$ cat src/mrir_pkg.sv
// Shared types, codes and the CRC-16 byte update for the Modbus read-input-registers framer.
// Used by mrir_beat_out and modbus_read_input_regs_framer; depends on nothing else.
package mrir_pkg;

  // Largest register count a request may ask for.
  localparam int unsigned MAX_WORDS = 125;

  // Modbus function codes.
  localparam logic [7:0] FN_READ_INPUT = 8'h04;
  localparam logic [7:0] FN_EXCEPTION  = 8'h84;

  // CRC-16 polynomial (reflected) and seed.
  localparam logic [15:0] CRC_POLY = 16'hA001;
  localparam logic [15:0] CRC_INIT = 16'hFFFF;

  // Output and input stream data widths.
  localparam int unsigned OUT_TDATA_W = 32;
  localparam int unsigned IN_TDATA_W  = 48;

  // Request beat index of the last byte and of the CRC low byte.
  localparam logic [2:0] REQ_LAST_BEAT = 3'd7;
  localparam logic [2:0] REQ_CRC_LO    = 3'd6;

  // Kind of a result beat.
  typedef enum logic [1:0] {
    KIND_REQ  = 2'd0,
    KIND_WORD = 2'd1,
    KIND_STAT = 2'd2
  } kind_e;

  // Transaction status codes.
  typedef enum logic [2:0] {
    ST_OK        = 3'd0,
    ST_SHORT     = 3'd1,
    ST_ADDR      = 3'd2,
    ST_EXCEPTION = 3'd3,
    ST_FUNCTION  = 3'd4,
    ST_BYTECOUNT = 3'd5,
    ST_CRC       = 3'd6,
    ST_BADCOUNT  = 3'd7
  } status_e;

  // The group of results caused by one accepted input beat.
  typedef struct packed {
    logic        req;        // eight request bytes
    logic        bad;        // single bad-count status
    logic        word;       // one register word
    logic        stat;       // transaction status, after the word if both
    logic [7:0]  addr;
    logic [15:0] start_reg;
    logic [15:0] reg_count;
    logic [15:0] word_data;
    logic [6:0]  word_idx;
    status_e     status;
  } batch_t;

  // One byte through the reflected CRC-16, bit by bit.
  function automatic logic [15:0] crc_feed(logic [15:0] c, logic [7:0] b);
    logic [15:0] r;
    r = c ^ {8'h00, b};
    for (int k = 0; k < 8; k++) begin
      r = r[0] ? ((r >> 1) ^ CRC_POLY) : (r >> 1);
    end
    return r;
  endfunction

endpackage

$ cat src/mrir_beat_out.sv
// Result stage of the framer: holds one batch of results and sends it beat by beat.
// Computes the request CRC one byte per beat. Depends on mrir_pkg.
module mrir_beat_out import mrir_pkg::*; (
  input  logic                   clk_i,
  input  logic                   rst_ni,
  input  logic                   load_i,
  input  batch_t                 batch_i,
  output logic                   free_o,
  output logic                   m_axis_tvalid_o,
  input  logic                   m_axis_tready_i,
  // tdata: out_data[15:0], word_index[22:16], status[25:23], zeros above
  output logic [OUT_TDATA_W-1:0] m_axis_tdata_o,
  // tuser: out_kind[1:0]
  output logic [1:0]             m_axis_tuser_o,
  output logic                   m_axis_tlast_o
);

  logic        valid_q, valid_d;
  logic [2:0]  cnt_q, cnt_d;
  logic [15:0] crc_q, crc_d;
  batch_t      batch_q;

  logic        fire;
  logic        last_beat;
  logic [7:0]  req_byte;
  kind_e       kind;
  logic [15:0] data;
  logic [6:0]  idx;
  status_e     st;

  assign fire = valid_q && m_axis_tready_i;

  // Request byte for the current beat.
  always_comb begin
    case (cnt_q)
      3'd0:    req_byte = batch_q.addr;
      3'd1:    req_byte = FN_READ_INPUT;
      3'd2:    req_byte = batch_q.start_reg[15:8];
      3'd3:    req_byte = batch_q.start_reg[7:0];
      3'd4:    req_byte = batch_q.reg_count[15:8];
      3'd5:    req_byte = batch_q.reg_count[7:0];
      3'd6:    req_byte = crc_q[7:0];
      default: req_byte = crc_q[15:8];
    endcase
  end

  // Field selection for the current beat.
  always_comb begin
    kind      = KIND_STAT;
    data      = 16'h0000;
    idx       = 7'd0;
    st        = ST_OK;
    last_beat = 1'b1;
    if (batch_q.req) begin
      kind      = KIND_REQ;
      data      = {8'h00, req_byte};
      last_beat = (cnt_q == REQ_LAST_BEAT);
    end else if (batch_q.bad) begin
      st = ST_BADCOUNT;
    end else if (batch_q.word && (cnt_q == 3'd0)) begin
      kind      = KIND_WORD;
      data      = batch_q.word_data;
      idx       = batch_q.word_idx;
      last_beat = !batch_q.stat;
    end else begin
      st = batch_q.status;
    end
  end

  assign free_o          = !valid_q || (m_axis_tready_i && last_beat);
  assign m_axis_tvalid_o = valid_q;
  assign m_axis_tdata_o  = {6'd0, st, idx, data};
  assign m_axis_tuser_o  = kind;
  assign m_axis_tlast_o  = last_beat;

  // Beat counter, occupancy and request CRC.
  always_comb begin
    valid_d = valid_q;
    cnt_d   = cnt_q;
    crc_d   = crc_q;
    if (fire) begin
      if (last_beat) begin
        valid_d = 1'b0;
      end else begin
        cnt_d = cnt_q + 3'd1;
      end
      if (batch_q.req && (cnt_q < REQ_CRC_LO)) begin
        crc_d = crc_feed(crc_q, req_byte);
      end
    end
    if (load_i) begin
      valid_d = batch_i.req || batch_i.bad || batch_i.word || batch_i.stat;
      cnt_d   = 3'd0;
      crc_d   = CRC_INIT;
    end
  end

  always_ff @(posedge clk_i or negedge rst_ni) begin
    if (!rst_ni) begin
      valid_q <= 1'b0;
      cnt_q   <= 3'd0;
      crc_q   <= CRC_INIT;
    end else begin
      valid_q <= valid_d;
      cnt_q   <= cnt_d;
      crc_q   <= crc_d;
    end
  end

  // Batch payload.
  always_ff @(posedge clk_i) begin
    if (load_i) begin
      batch_q <= batch_i;
    end
  end

endmodule

$ cat src/modbus_read_input_regs_framer.sv
// Modbus RTU read-input-registers master framer with CRC-16 request build and response check.
// The first result beat is registered and appears in the cycle after its input beat is accepted.
// Throughput: an input beat is taken when the result stage is empty or as the last result beat
// of the one before leaves; a request holds the input until its eight beats leave, a response byte
// until its one or two do; bytes with no or one result flow at one per cycle while not stalled.
// Reset clears the pending transaction and the result stage; the CRC seed is all ones.
// Depends on mrir_pkg and mrir_beat_out.
module modbus_read_input_regs_framer import mrir_pkg::*; #(
  parameter int unsigned MaxWords = MAX_WORDS
) (
  input  logic                   clk_i,
  input  logic                   rst_ni,
  input  logic                   s_axis_tvalid_i,
  output logic                   s_axis_tready_o,
  // tdata: device_addr[7:0], start_reg[23:8], reg_count[39:24], rx_byte[47:40]
  input  logic [IN_TDATA_W-1:0]  s_axis_tdata_i,
  // tuser: mode[0]
  input  logic                   s_axis_tuser_i,
  input  logic                   s_axis_tlast_i,
  output logic                   m_axis_tvalid_o,
  input  logic                   m_axis_tready_i,
  // tdata: out_data[15:0], word_index[22:16], status[25:23], zeros above
  output logic [OUT_TDATA_W-1:0] m_axis_tdata_o,
  // tuser: out_kind[1:0]
  output logic [1:0]             m_axis_tuser_o,
  output logic                   m_axis_tlast_o
);

  // Response tracking state.
  logic        pending_q, pending_d;
  logic [7:0]  want_addr_q, want_addr_d;
  logic [6:0]  want_count_q, want_count_d;
  logic [7:0]  byte_pos_q, byte_pos_d;
  logic [15:0] crc_q, crc_d;
  logic [15:0] tail_q, tail_d;
  logic [7:0]  hold_q, hold_d;
  status_e     err_q, err_d;
  logic [6:0]  words_q, words_d;

  logic        free;
  logic        s_fire;
  batch_t      batch;

  logic [7:0]  addr;
  logic [15:0] start_reg;
  logic [15:0] reg_count;
  logic [7:0]  rx_byte;
  logic [8:0]  pos9;
  logic [8:0]  dlen9;
  logic [8:0]  total9;

  assign addr      = s_axis_tdata_i[7:0];
  assign start_reg = s_axis_tdata_i[23:8];
  assign reg_count = s_axis_tdata_i[39:24];
  assign rx_byte   = s_axis_tdata_i[47:40];

  assign s_axis_tready_o = free;
  assign s_fire          = s_axis_tvalid_i && free;

  assign pos9   = {1'b0, byte_pos_q};
  assign dlen9  = {1'b0, want_count_q, 1'b0};
  assign total9 = 9'd5 + dlen9;

  // Request start and response byte checking.
  always_comb begin
    pending_d    = pending_q;
    want_addr_d  = want_addr_q;
    want_count_d = want_count_q;
    byte_pos_d   = byte_pos_q;
    crc_d        = crc_q;
    tail_d       = tail_q;
    hold_d       = hold_q;
    err_d        = err_q;
    words_d      = words_q;

    batch           = '0;
    batch.addr      = addr;
    batch.start_reg = start_reg;
    batch.reg_count = reg_count;
    batch.word_data = {hold_q, rx_byte};
    batch.word_idx  = words_q;
    batch.status    = ST_OK;

    if (!s_axis_tuser_i) begin
      if ((reg_count == 16'd0) || (reg_count > 16'(MaxWords))) begin
        pending_d = 1'b0;
        batch.bad = 1'b1;
      end else begin
        batch.req    = 1'b1;
        pending_d    = 1'b1;
        want_addr_d  = addr;
        want_count_d = reg_count[6:0];
        byte_pos_d   = 8'd0;
        crc_d        = CRC_INIT;
        tail_d       = 16'h0000;
        hold_d       = 8'h00;
        err_d        = ST_OK;
        words_d      = 7'd0;
      end
    end else if (pending_q) begin
      // Header checks; the first fault in byte order wins.
      if (err_q == ST_OK) begin
        if ((byte_pos_q == 8'd0) && (rx_byte != want_addr_q)) begin
          err_d = ST_ADDR;
        end else if ((byte_pos_q == 8'd1) && (rx_byte == FN_EXCEPTION)) begin
          err_d = ST_EXCEPTION;
        end else if ((byte_pos_q == 8'd1) && (rx_byte != FN_READ_INPUT)) begin
          err_d = ST_FUNCTION;
        end else if ((byte_pos_q == 8'd2) && (rx_byte != dlen9[7:0])) begin
          err_d = ST_BYTECOUNT;
        end
      end

      // Payload bytes feed the CRC; the last two bytes are the received CRC.
      if ((pos9 + 9'd2) < total9) begin
        crc_d = crc_feed(crc_q, rx_byte);
      end else if ((pos9 + 9'd2) == total9) begin
        tail_d = {8'h00, rx_byte};
      end else begin
        tail_d = tail_q | {rx_byte, 8'h00};
      end

      // Register words: high byte at odd positions, word out on the low byte.
      if ((pos9 >= 9'd3) && (pos9 < (9'd3 + dlen9))) begin
        if (byte_pos_q[0]) begin
          hold_d = rx_byte;
        end else begin
          batch.word = 1'b1;
          words_d    = words_q + 7'd1;
        end
      end

      byte_pos_d = byte_pos_q + 8'd1;

      // Frame end: explicit marker or expected length reached.
      if (s_axis_tlast_i || ((pos9 + 9'd1) >= total9)) begin
        batch.stat = 1'b1;
        pending_d  = 1'b0;
        if ((pos9 + 9'd1) < 9'd5) begin
          batch.status = ST_SHORT;
        end else if (err_d != ST_OK) begin
          batch.status = err_d;
        end else if ((pos9 + 9'd1) < total9) begin
          batch.status = ST_SHORT;
        end else if (crc_d != tail_d) begin
          batch.status = ST_CRC;
        end else begin
          batch.status = ST_OK;
        end
      end
    end
  end

  always_ff @(posedge clk_i or negedge rst_ni) begin
    if (!rst_ni) begin
      pending_q    <= 1'b0;
      want_addr_q  <= 8'h00;
      want_count_q <= 7'd0;
      byte_pos_q   <= 8'd0;
      crc_q        <= CRC_INIT;
      tail_q       <= 16'h0000;
      hold_q       <= 8'h00;
      err_q        <= ST_OK;
      words_q      <= 7'd0;
    end else if (s_fire) begin
      pending_q    <= pending_d;
      want_addr_q  <= want_addr_d;
      want_count_q <= want_count_d;
      byte_pos_q   <= byte_pos_d;
      crc_q        <= crc_d;
      tail_q       <= tail_d;
      hold_q       <= hold_d;
      err_q        <= err_d;
      words_q      <= words_d;
    end
  end

  // Result stage.
  mrir_beat_out u_beat_out (
    .clk_i           (clk_i),
    .rst_ni          (rst_ni),
    .load_i          (s_fire),
    .batch_i         (batch),
    .free_o          (free),
    .m_axis_tvalid_o (m_axis_tvalid_o),
    .m_axis_tready_i (m_axis_tready_i),
    .m_axis_tdata_o  (m_axis_tdata_o),
    .m_axis_tuser_o  (m_axis_tuser_o),
    .m_axis_tlast_o  (m_axis_tlast_o)
  );

endmodule
$ cat config.mk
export PLATFORM = sky130hd
export DESIGN_NAME = modbus_read_input_regs_framer
export DESIGN_NICKNAME = d
export VERILOG_FILES = /design/src/mrir_pkg.sv /design/src/mrir_beat_out.sv /design/src/modbus_read_input_regs_framer.sv
export SDC_FILE = /design/constraint.sdc
export NUM_CORES = 1
export LEC_CHECK = 0
export BUFFER_PORTS_ARGS = -buffer_cell sky130_fd_sc_hd__buf_2
export CELL_PAD_IN_SITES_DETAIL_PLACEMENT = 0
export CELL_PAD_IN_SITES_GLOBAL_PLACEMENT = 1
export CORE_AREA = 2 2 129 163
export CTS_CLUSTER_DIAMETER = 200
export DETAILED_ROUTE_END_ITERATION = 10
export DIE_AREA = 0 0 131 165
export GPL_ROUTABILITY_DRIVEN = 0
export GPL_TIMING_DRIVEN = 0
export PLACE_DENSITY_LB_ADDON = 0.1
export SYNTH_ARGS = -nofsm -noshare
export SYNTH_HDL_FRONTEND = slang
export SYNTH_HIERARCHICAL = 1
export SYNTH_SLANG_ARGS = --single-unit
$ cat constraint.sdc
create_clock -name clk_i -period 7.6 [get_ports clk_i]
set_clock_uncertainty 0.05 [all_clocks]
set_input_delay 0.38 -clock clk_i [delete_from_list [all_inputs] [get_ports clk_i]]
set_output_delay 0.38 -clock clk_i [all_outputs]
set_load 0.02 [all_outputs]
# Word level (Yosys, flattened, before mapping)
# Index checks and enable logic that the tools add are counted.
dict set report totals {
  ff_bits 164
  input_bits 54
  out_inout_bits 37
  word_cells 208
}
dict set report classes {
  n_addsub 7
  n_lt_le_gt_ge 8
  n_eq_ne 21
  n_mux 91
  bitwise_logic 23
  reduce_logical 35
}
# operator count
set ops {}
lappend ops {{$mux W16} 35}
lappend ops {{$mux W3} 19}
lappend ops {{$mux W7} 8}
lappend ops {{$mux W8} 7}
lappend ops {{$pmux W8 S7} 1}
lappend ops {{$not A2 Y3} 16}
lappend ops {{$xor A16 B8 Y16} 2}
lappend ops {{$lt A9 B9 Y1} 2}
lappend ops {{$gt A16 B7 Y1 const B} 1}
lappend ops {{$logic_not A16 Y1} 1}
lappend ops {{$ne A16 B16 Y1} 1}
lappend ops {{$ne A8 B8 Y1} 2}
lappend ops {{$or A16 B16 Y16} 1}
lappend ops {{$mux W1} 15}
lappend ops {{$eq A3 B3 Y1 const B} 4}
lappend ops {{$mux W2} 6}
lappend ops {{$logic_and A1 B1 Y1} 10}
lappend ops {{$reduce_and A5 Y1} 2}
lappend ops {{$add A2 B8 Y9 const A} 1}
lappend ops {{$add A3 B8 Y9 const A} 1}
lappend ops {{$add A8 B1 Y9 const B} 1}
lappend ops {{$add A8 B2 Y9 const B} 1}
lappend ops {{$eq A9 B9 Y1} 1}
lappend ops {{$ge A9 B9 Y1} 1}
lappend ops {{25 further kinds} 46}

# Depth between registers and ports, before layout
# Gate-level depths: netlist of run 1.
dict set report logic_depth {
  word_depth 25
  depth_mapped 17
  ltp_nobuf 13
}

# Cells and area by module
# The synthesis of run 1 kept the hierarchy.
# module instances cells_per_inst area_each_um2 seq_area_each_um2
set modules_own_cells {}
lappend modules_own_cells {modbus_read_input_regs_framer 1 580 5445.2 1871.8}
lappend modules_own_cells {mrir_beat_out 1 287 4041.4 2622.5}

# Least setup slack after synthesis of run 1
# No wires, ideal clock.
dict set report synth_timing {
  path_kind {flip-flop to flip-flop}
  startpoint {register u_beat_out.cnt_q[0]}
  endpoint {register words_q[5]}
  setup_time_ps 132
  t_arrival_ps 5889
  t_required_ps 7418
  path_slack_ps 1529
  path_stages_with_launch 16
  n_path_buf 3
  synth_period_minus_slack_ps 6071
  path_cell_list {dfrtp_1 > inv_1 > ha_1 > buf_2 > nor4bb_1 > and2_1 > buf_2 > a2bb2oi_1 > nand2_1 > nand2_1 > and2_1 > clkbuf_1 > o21ai_1 > a2111oi_0 > xnor2_1 > nor2_1}
}
dict set report synth_via {
  elab_chain_cells 9
  elab_cells_between_ends 10
  classes_between {eq/ne (1); mux (3); reduce/logical (6)}
}
# item line_no
set synth_rtl {}
lappend synth_rtl {{start, declared} mrir_beat_out.sv:19} ;# logic [2:0] cnt_q, cnt_d;
lappend synth_rtl {{start signal, assigned} mrir_beat_out.sv:105} ;# cnt_q <= cnt_d;
lappend synth_rtl {{$logic_not A3 Y1} mrir_beat_out.sv:60} ;# end else if (batch_q.word && (cnt_q == 3'd0)) begin
lappend synth_rtl {{$logic_and A1 B1 Y1} mrir_beat_out.sv:60}
lappend synth_rtl {{$mux W1} mrir_beat_out.sv:60}
lappend synth_rtl {{$mux W1} mrir_beat_out.sv:58} ;# end else if (batch_q.bad) begin
lappend synth_rtl {{$mux W1 *} mrir_beat_out.sv:54} ;# if (batch_q.req) begin
lappend synth_rtl {{net m_axis_tlast_o} modbus_read_input_regs_framer.sv:26} ;# output logic m_axis_tlast_o
lappend synth_rtl {{$logic_and A1 B1 Y1 *} mrir_beat_out.sv:70} ;# assign free_o = !valid_q || (m_axis_tready_i && last_beat);
lappend synth_rtl {{$logic_or A1 B1 Y1 *} mrir_beat_out.sv:70}
lappend synth_rtl {{net s_axis_tready_o} modbus_read_input_regs_framer.sv:14} ;# output logic s_axis_tready_o,
lappend synth_rtl {{$logic_and A1 B1 Y1 *} modbus_read_input_regs_framer.sv:58} ;# assign s_fire = s_axis_tvalid_i && free;
lappend synth_rtl {{net s_fire} modbus_read_input_regs_framer.sv:41} ;# logic s_fire;
lappend synth_rtl {{$reduce_and A5 Y1 (no line) *} n/a}
lappend synth_rtl {{end signal, assigned} modbus_read_input_regs_framer.sv:174} ;# words_q <= words_d;
lappend synth_rtl {{end, declared} modbus_read_input_regs_framer.sv:38} ;# logic [6:0] words_q, words_d;
# Mark *: on every way through the listed nets, which the timed path passes. The rest lies on a longest branch.
# A chain may end at the register's enable or synchronous reset.

# Final worst setup path of run 1
dict set report layout_timing {
  startpoint {register u_beat_out.cnt_q[1]}
  endpoint {register tail_q[14]}
}
dict set report layout_via {
  elab_chain_cells 9
  elab_cells_between_ends 10
  classes_between {eq/ne (1); mux (3); reduce/logical (6)}
}
# item line_no
set layout_rtl {}
lappend layout_rtl {{$logic_not A3 Y1} mrir_beat_out.sv:60}
lappend layout_rtl {{$logic_and A1 B1 Y1} mrir_beat_out.sv:60}
lappend layout_rtl {{$mux W1} mrir_beat_out.sv:60}
lappend layout_rtl {{$mux W1} mrir_beat_out.sv:58}
lappend layout_rtl {{$mux W1 *} mrir_beat_out.sv:54}
lappend layout_rtl {{$logic_and A1 B1 Y1 *} mrir_beat_out.sv:70}
lappend layout_rtl {{$logic_or A1 B1 Y1 *} mrir_beat_out.sv:70}
lappend layout_rtl {{$logic_and A1 B1 Y1 *} modbus_read_input_regs_framer.sv:58}
lappend layout_rtl {{net s_fire} modbus_read_input_regs_framer.sv:41}
lappend layout_rtl {{$reduce_and A3 Y1 (no line) *} n/a}
lappend layout_rtl {{end signal, assigned} modbus_read_input_regs_framer.sv:171} ;# tail_q <= tail_d;
lappend layout_rtl {{end, declared} modbus_read_input_regs_framer.sv:35} ;# logic [15:0] tail_q, tail_d;
# Marked as above.

==> impl_metrics.csv, run 1 <==
group,metric,value,unit
synth,yosysUniqueCellTypes,82,
global_routing,grt_max_degree,67,
synth,syn_inst,867,
routing,drc_errors,0,
finish,diodes,0,
clocking,cts_resized,0,
finish,area_growth,14.9,%
clocking,cts_hold_buffers,1,
synth,synth.avg_cell_area,10.9,sq um
setup_path,critical_path.endpoint_type,"flip-flop",
setup_path,start_kind,"flip-flop",
timing,rsz0062_at_grt,"no",
global_routing,grt_pass1_wl,40400,microns
setup_path,crit_path_max_fanout,66,
placed_design,portBuffers,84,
synth,yosys_warnings,6,
setup_path,path_class,"flip-flop to flip-flop",
timing,fmax,192,MHz
floorplanning,pin_count,91,
clocking,cts.reportedPaths.clkPinSlew,0.07,ns
floorplanning,die_w,131,microns
global_routing,grt_pass1_vias,7007,
setup_path,worstPathCellList,"inv_1 -> ha_1 -> buf_2 -> nor4bb_2 -> and2_1 -> buf_2 -> a2bb2oi_1 -> nand2_1 -> nand2_1 -> and2_1 -> clkbuf_4 -> buf_16 -> o21ai_1 -> clkbuf_1 -> a21oi_1 -> nor2_1",
routing,vias,7091,
pwr,ir_worst_vdd,0.000151,V
finish,final_area,10900,sq um
synth,ys.flop_type,"edfxtp_1",
clocking,clockRootBuffer,"clkbuf_16",
floorplanning,die_h,165,microns
routing,via_per_inst,5.62,
clocking,numCtsBuffers,17,
finish,nNetsFinal,1067,
routing,wl_per_cell,20.8,microns
routing,drt_iter0_drc,508,
finish,layout-drive-gt1-share,23.2,%
routing,drtPass1Iterations,5,
synth,postSynth.asyncResetShare,57.3,%
timing,fin_crit_sh,68.4,%
synth,netlist_area,9490,sq um
routing,antenna_left,0,
clocking,htreeDepth,4,
floorplanning,coreArea,20000,sq um
synth,ys_seq_elements,164,
setup_path,critPathArrivalTime,5.50,ns
floorplanning,fp-row-count,58,
timing,tightest_slew,1.25,ns
placed_design,place.detailed.hpwl,19300,microns
synth,seq_area_frac_synth,47.4,%
clocking,cts_setup_buffers,0,
timing,fin_tns_setup,0,ns
run_status,status,"finished clean",
pwr,p_per_area,214,nW/um^2
timing,finalCriticalPeriod,5.20,ns
global_routing,overflow,0,
global_routing,antenna_found_initial,0,
timing,report.final.hold_viol_count,0,
hold_path,hold_class,"input port to flip-flop",
synth,synth_edf_count,70,
clocking,tritoncts,"built",
timing,max_slew_margin,16.1,%
global_routing,track_usage,25.3,%
setup_path,max_stage_delay,0.87,ns
timing,slew_viol_final,0,
timing,setup-violations-final,0,
setup_path,cp_data_required_time,7.91,ns
floorplanning,start_util,47.5,%
routing,drt-total-wl,26200,microns
pwr,p_leak,4.64,nW
placed_design,placed_cell_area,10300,sq um
clocking,clock_latency,0.43,ns
clocking,clockBufferDepth,2,
flow_run,cap_viol_max_count,0,
setup_path,cp_slowest_cell,"nor4bb_2",
clocking,cts_sinks,164,
floorplanning,die-area,21600,sq um
## layout by cell type (no fill, tap or decap), drive strengths merged, types with 25 or more instances in the layout
cell type	count
nor2	80
dfrtp	62
ha	35
xnor2	59
dfstp	32
a22o	37
xor2	34
nand2	53
o21ai	30
buf	117
edfxtp	70
a21oi	40
mux2	25
inv	29
clkbuf	47
## routing by layer
| layer | up-vias | part of all wire (%) | track usage (%) |
|---|---|---|---|
| li1 | 3388 | - | - |
| met1 | 3470 | 42 | 31.6 |
| met2 | 188 | 51 | 44.3 |
| met3 | 45 | 3.7 | 3.37 |
| met4 | 0 | 3.3 | 9.67 |
| met5 | - | 0 | 0 |
## synthesized netlist by cell type, types with 4 or more instances
library cell | number | area, sq um
a211oi_1 | 4 | 30.0
nor3_1 | 12 | 60.1
inv_1 | 19 | 71.3
xnor2_1 | 58 | 508
o21ai_0 | 26 | 130
and3_1 | 20 | 125
dfrtp_1 | 62 | 1550
buf_6 | 4 | 45.0
nand3b_1 | 9 | 67.6
a21o_1 | 9 | 67.6
o21a_1 | 5 | 37.5
o211ai_1 | 10 | 75.1
mux2_2 | 25 | 282
nand3_1 | 21 | 105
nand2_1 | 53 | 199
o21ai_1 | 4 | 20.0
dfstp_2 | 32 | 841
a22oi_1 | 5 | 37.5
nor4_1 | 8 | 50.1
a311oi_1 | 4 | 35.0
buf_4 | 11 | 82.6
nand4_1 | 9 | 56.3
a22o_1 | 37 | 324
a211o_1 | 10 | 87.6
nand2b_1 | 6 | 37.5
a21oi_1 | 40 | 200
clkbuf_1 | 29 | 109
xor2_1 | 30 | 263
and2_1 | 7 | 43.8
edfxtp_1 | 70 | 2100
ha_1 | 35 | 438
o22a_1 | 7 | 61.3
a31oi_1 | 11 | 68.8
nor2_1 | 77 | 289
mux2i_1 | 16 | 160
buf_2 | 14 | 70.1
## report_power, final
part	total [mW]	internal, mW	switching (mW)
registers	1.02	0.983	0.0331
logic	0.474	0.210	0.264
clock network	0.837	0.435	0.403
## path summary, 6_finish.rpt
| path | from | endpoint | slack (ns) | cells past startpoint |
|---|---|---|---|---|
| min in group asynchronous | rst_ni | want_addr_q[6] | 0.48 | 2 |
| max in group asynchronous | rst_ni | crc_q[10] | 6.28 | 3 |
| hold reg to reg | hold_q[1] | u_beat_out/batch_q[19] | 0.44 | 0 |
| hold / removal | s_axis_tdata_i[21] | u_beat_out/batch_q[55] | 0.07 | 1 |
| setup reg to reg | u_beat_out/cnt_q[1] | tail_q[14] | 2.40 | 16 |
| setup / recovery | u_beat_out/cnt_q[1] | tail_q[14] | 2.40 | 16 |
## cell families after synthesis
group	after synthesis	synth area share (%)
XOR/XNOR	98	10.3
other	1	0.0395
AO/OA/AOI/OAI	203	15.8
flip-flops	164	47.4
adder cells (fa/ha/maj)	35	4.62
multiplexers	42	4.80
buffers and inverters	80	4.23
AND/OR/NAND/NOR	244	12.8
## cell type report
| class | count | area, sq um |
|---|---|---|
| Fill cell | 1798 | 9050 |
| Sequential cell | 164 | 4490 |
| Tap cell | 270 | 338 |
| Timing Repair Buffer | 87 | 488 |
| Clock buffer | 17 | 425 |
| Clock inverter | 15 | 136 |
| Inverter | 19 | 71.3 |
| Buffer | 61 | 334 |
| Multi-Input combinational cell | 628 | 4620 |
## critical path, delay by kind of cell (launching register included)
family | cells | cell delay, ns
buffers and inverters | 6 | 1.76
AND/OR/NAND/NOR | 6 | 1.60
AO/OA/AOI/OAI | 3 | 0.95
flip-flops | 1 | 0.44
adder cells (fa/ha/maj) | 1 | 0.29
## per-stage QoR
stage | cells | setup WS (ns) | power [mW] | hold slack (ns) | utilization (%)
2_1_floorplan | 872 | 1.53 | 1.37 | 0.0344 | -
5_1_grt | 1261 | 2.12 | 2.42 | 0.0486 | 54.6
3_5_place_dp | 1228 | 1.96 | 1.50 | 0.420 | 51.7
3_3_place_gp | 1226 | -0.619 | 1.50 | 0.411 | 51.4
6_report | 1261 | 2.40 | 2.33 | 0.0675 | 54.6
4_1_cts | 1261 | 1.96 | 2.34 | 0.0560 | 54.6
## state kept, by name, indices dropped and copies added, names as in the netlist, 3 cells and up
register            count
words_q                 7
u_beat_out/crc_q       16
hold_q                  8
want_count_q            7
tail_q                 16
err_q                   3
crc_q                  16
u_beat_out/cnt_q        3
u_beat_out/batch_q     70
want_addr_q             8
byte_pos_q              8
Note: power is estimated with default switching activity, not from simulation.
==> run 2, diff against run 1 <==
==> constraint.sdc (replaced) <==
create_clock -name clk_i -period 5.02 [get_ports clk_i]
set_clock_uncertainty 0.05 [all_clocks]
set_input_delay 0.251 -clock clk_i [delete_from_list [all_inputs] [get_ports clk_i]]
set_output_delay 0.251 -clock clk_i [all_outputs]
set_load 0.02 [all_outputs]
==> run 2 against run 1 <==
- clock-buffer cell count grew 1
- combinational power rose by 57%
- sequential share of layout area fell by 1.8 points
- critical path type unchanged
- critical endpoint is now tail_q[9]
==> impl_metrics.csv, run 2 (synthesis results as in run 1) <==
group,metric,value,unit
pwr,p_leak,4.85,nW
setup_path,critPathArrivalTime,4.91,ns
setup_path,cp_data_required_time,5.25,ns
timing,max_slew_margin,31.9,%
clocking,clockBufferDepth,2,
setup_path,r2r-end,"tail_q[9]",
clocking,htreeDepth,4,
finish,ff_latch_area,4490,sq um
finish,mostFrequentLayoutCell,"buf_2",
setup_path,reg2reg_depth,16,
floorplanning,die_h,165,microns
routing,drt-total-wl,27200,microns
clocking,clock_latency,0.43,ns
timing,finalCriticalPeriod,4.69,ns
pwr,ir_worst_vdd,0.000260,V
timing,report.final.hold_viol_count,0,
finish,multi_input_area,4630,sq um
floorplanning,pin_count,91,
clocking,cts_sinks,164,
finish,final_cell_mix,"buf_2, nor2_1, edfxtp_1",
timing,fin_tns_setup,0,ns
setup_path,r2r-start,"u_beat_out/cnt_q[1]",
finish,utilization,57.1,%
floorplanning,die_w,131,microns
global_routing,grt_pass1_wl,41800,microns
timing,tightest_slew,1.02,ns
routing,drt_iter0_drc,560,
flow_run,cap_viol_max_count,0,
clocking,tritoncts,"built",
timing,hold_ws,0.0273,ns
pwr,p_per_area,317,nW/um^2
timing,slew_viol_final,0,
placed_design,dp.cells,1228,
timing,fmax,213,MHz
finish,layout-drive-gt1-share,22.4,%
setup_path,critical_path.endpoint_type,"flip-flop",
routing,antenna_left,0,
clocking,cts_setup_buffers,0,
routing,vias,7437,
floorplanning,coreArea,20000,sq um
floorplanning,die-area,21600,sq um
setup_path,start_kind,"flip-flop",
placed_design,pre_cts_ws,-0.548,ns
placed_design,place.detailed.hpwl,19500,microns
routing,via_per_inst,5.70,
hold_path,hold_start,"s_axis_tdata_i[43]",
clocking,numCtsBuffers,17,
finish,diodes,0,
placed_design,portBuffers,84,
hold_path,hold_depth,1,
global_routing,overflow,0,
global_routing,grt_max_degree,66,
timing,final.setup.worst_slack,0.334,ns
routing,drc_errors,0,
clocking,clockRootBuffer,"clkbuf_16",
setup_path,path_class,"flip-flop to flip-flop",
hold_path,hold_class,"input port to flip-flop",
global_routing,antenna_found_initial,0,
global_routing,track_usage,26.1,%
timing,setup-violations-final,0,
floorplanning,fp-row-count,58,
finish,fillCellCount,1768,
routing,wl_per_cell,20.9,microns
hold_path,min_to,"u_beat_out/batch_q[13]",
floorplanning,start_util,47.5,%
routing,drtPass1Iterations,5,
timing,fin_crit_sh,93.4,%
run_status,status,"finished clean",
finish,nNetsFinal,1111,
finish,area_growth,20.1,%
global_routing,grt_pass1_vias,7324,
clocking,cts.reportedPaths.clkPinSlew,0.07,ns
finish,final_cells,1305,
setup_path,r2r_slack,0.33,ns
finish,top_register,"u_beat_out/batch_q",
timing,rsz0062_at_grt,"no",
setup_path,crit_path_max_fanout,60,
finish,largest_reg_flops,70,
run 2: cell types whose count changed in the layout (fill, tap and decap cells not counted), moves of 2 or more:
cell / change
clkinvlp_4: -2
dlygate4sd3_1: +44
clkinv_4: +2
clkinv_2: -2
inv_8: -2
run 2: layout make-up:
class,count,area share (%)
well taps,270,2.96
clock inverters,14,1.42
multi-input cells,628,40.6
repair buffers,131,8.15
inverters,19,0.626
flip-flops and latches,164,39.4
plain buffers,61,2.94
clock buffers,18,3.85
run 2: how the worst max path moves through the flow:
stage	depth (start not counted)	from	slack, ns	endpoint
2_1_floorplan	15	u_beat_out/cnt_q[0]	0.31	want_addr_q[0]
3_3_place_gp	15	u_beat_out/cnt_q[1]	-1.50	tail_q[14]
3_5_place_dp	16	u_beat_out/cnt_q[1]	-0.55	tail_q[14]
4_1_cts	16	u_beat_out/cnt_q[1]	0.09	tail_q[14]
5_1_grt	16	u_beat_out/cnt_q[0]	0.02	tail_q[10]
6_report	16	u_beat_out/cnt_q[1]	0.33	tail_q[9]
run 2: timing repair:
item / in CTS / in global routing
hold buffers: 45 / 0
gates resized for setup: 2 / 3
setup endpoints to repair: 54 / 8
hold endpoints to repair: 57 / 0
pin swaps: 0 / 0
run 2: layer usage:
metal,global-route usage (%),up-vias,share of wire (%)
met1,32.0,3701,41
met4,11.1,0,3.4
met5,0,-,0
met3,3.40,47,3.3
li1,-,3477,-
met2,45.9,212,52
run 2: critical path: stages, from the launching register on:
cell and delay (ns):
dfrtp_1 0.44, inv_1 0.08, ha_1 0.27, buf_2 0.23, nor4bb_4 0.23, and2_1 0.20, buf_2 0.19, a2bb2oi_1 0.32
nand2_1 0.09, nand2_1 0.13, and2_1 0.14, clkbuf_4 0.34, buf_16 0.31, o21ai_1 0.31, clkbuf_2 0.34, a21oi_1 0.69
nor2_1 0.12
run 2: where the power goes:
group          total [mW]  internal [mW]  switching [mW]
logic               0.742          0.341           0.401
clock network        1.33          0.725           0.605
registers            1.54           1.49          0.0517
total                3.61           2.56            1.06
run 2: through the flow:
step	power (mW)	cell area (sq um)
after floorplan	2.07	9510
after global placement	2.27	10300
after detailed placement	2.27	10300
after CTS	3.64	11400
after global routing	3.77	11400
final	3.61	11400
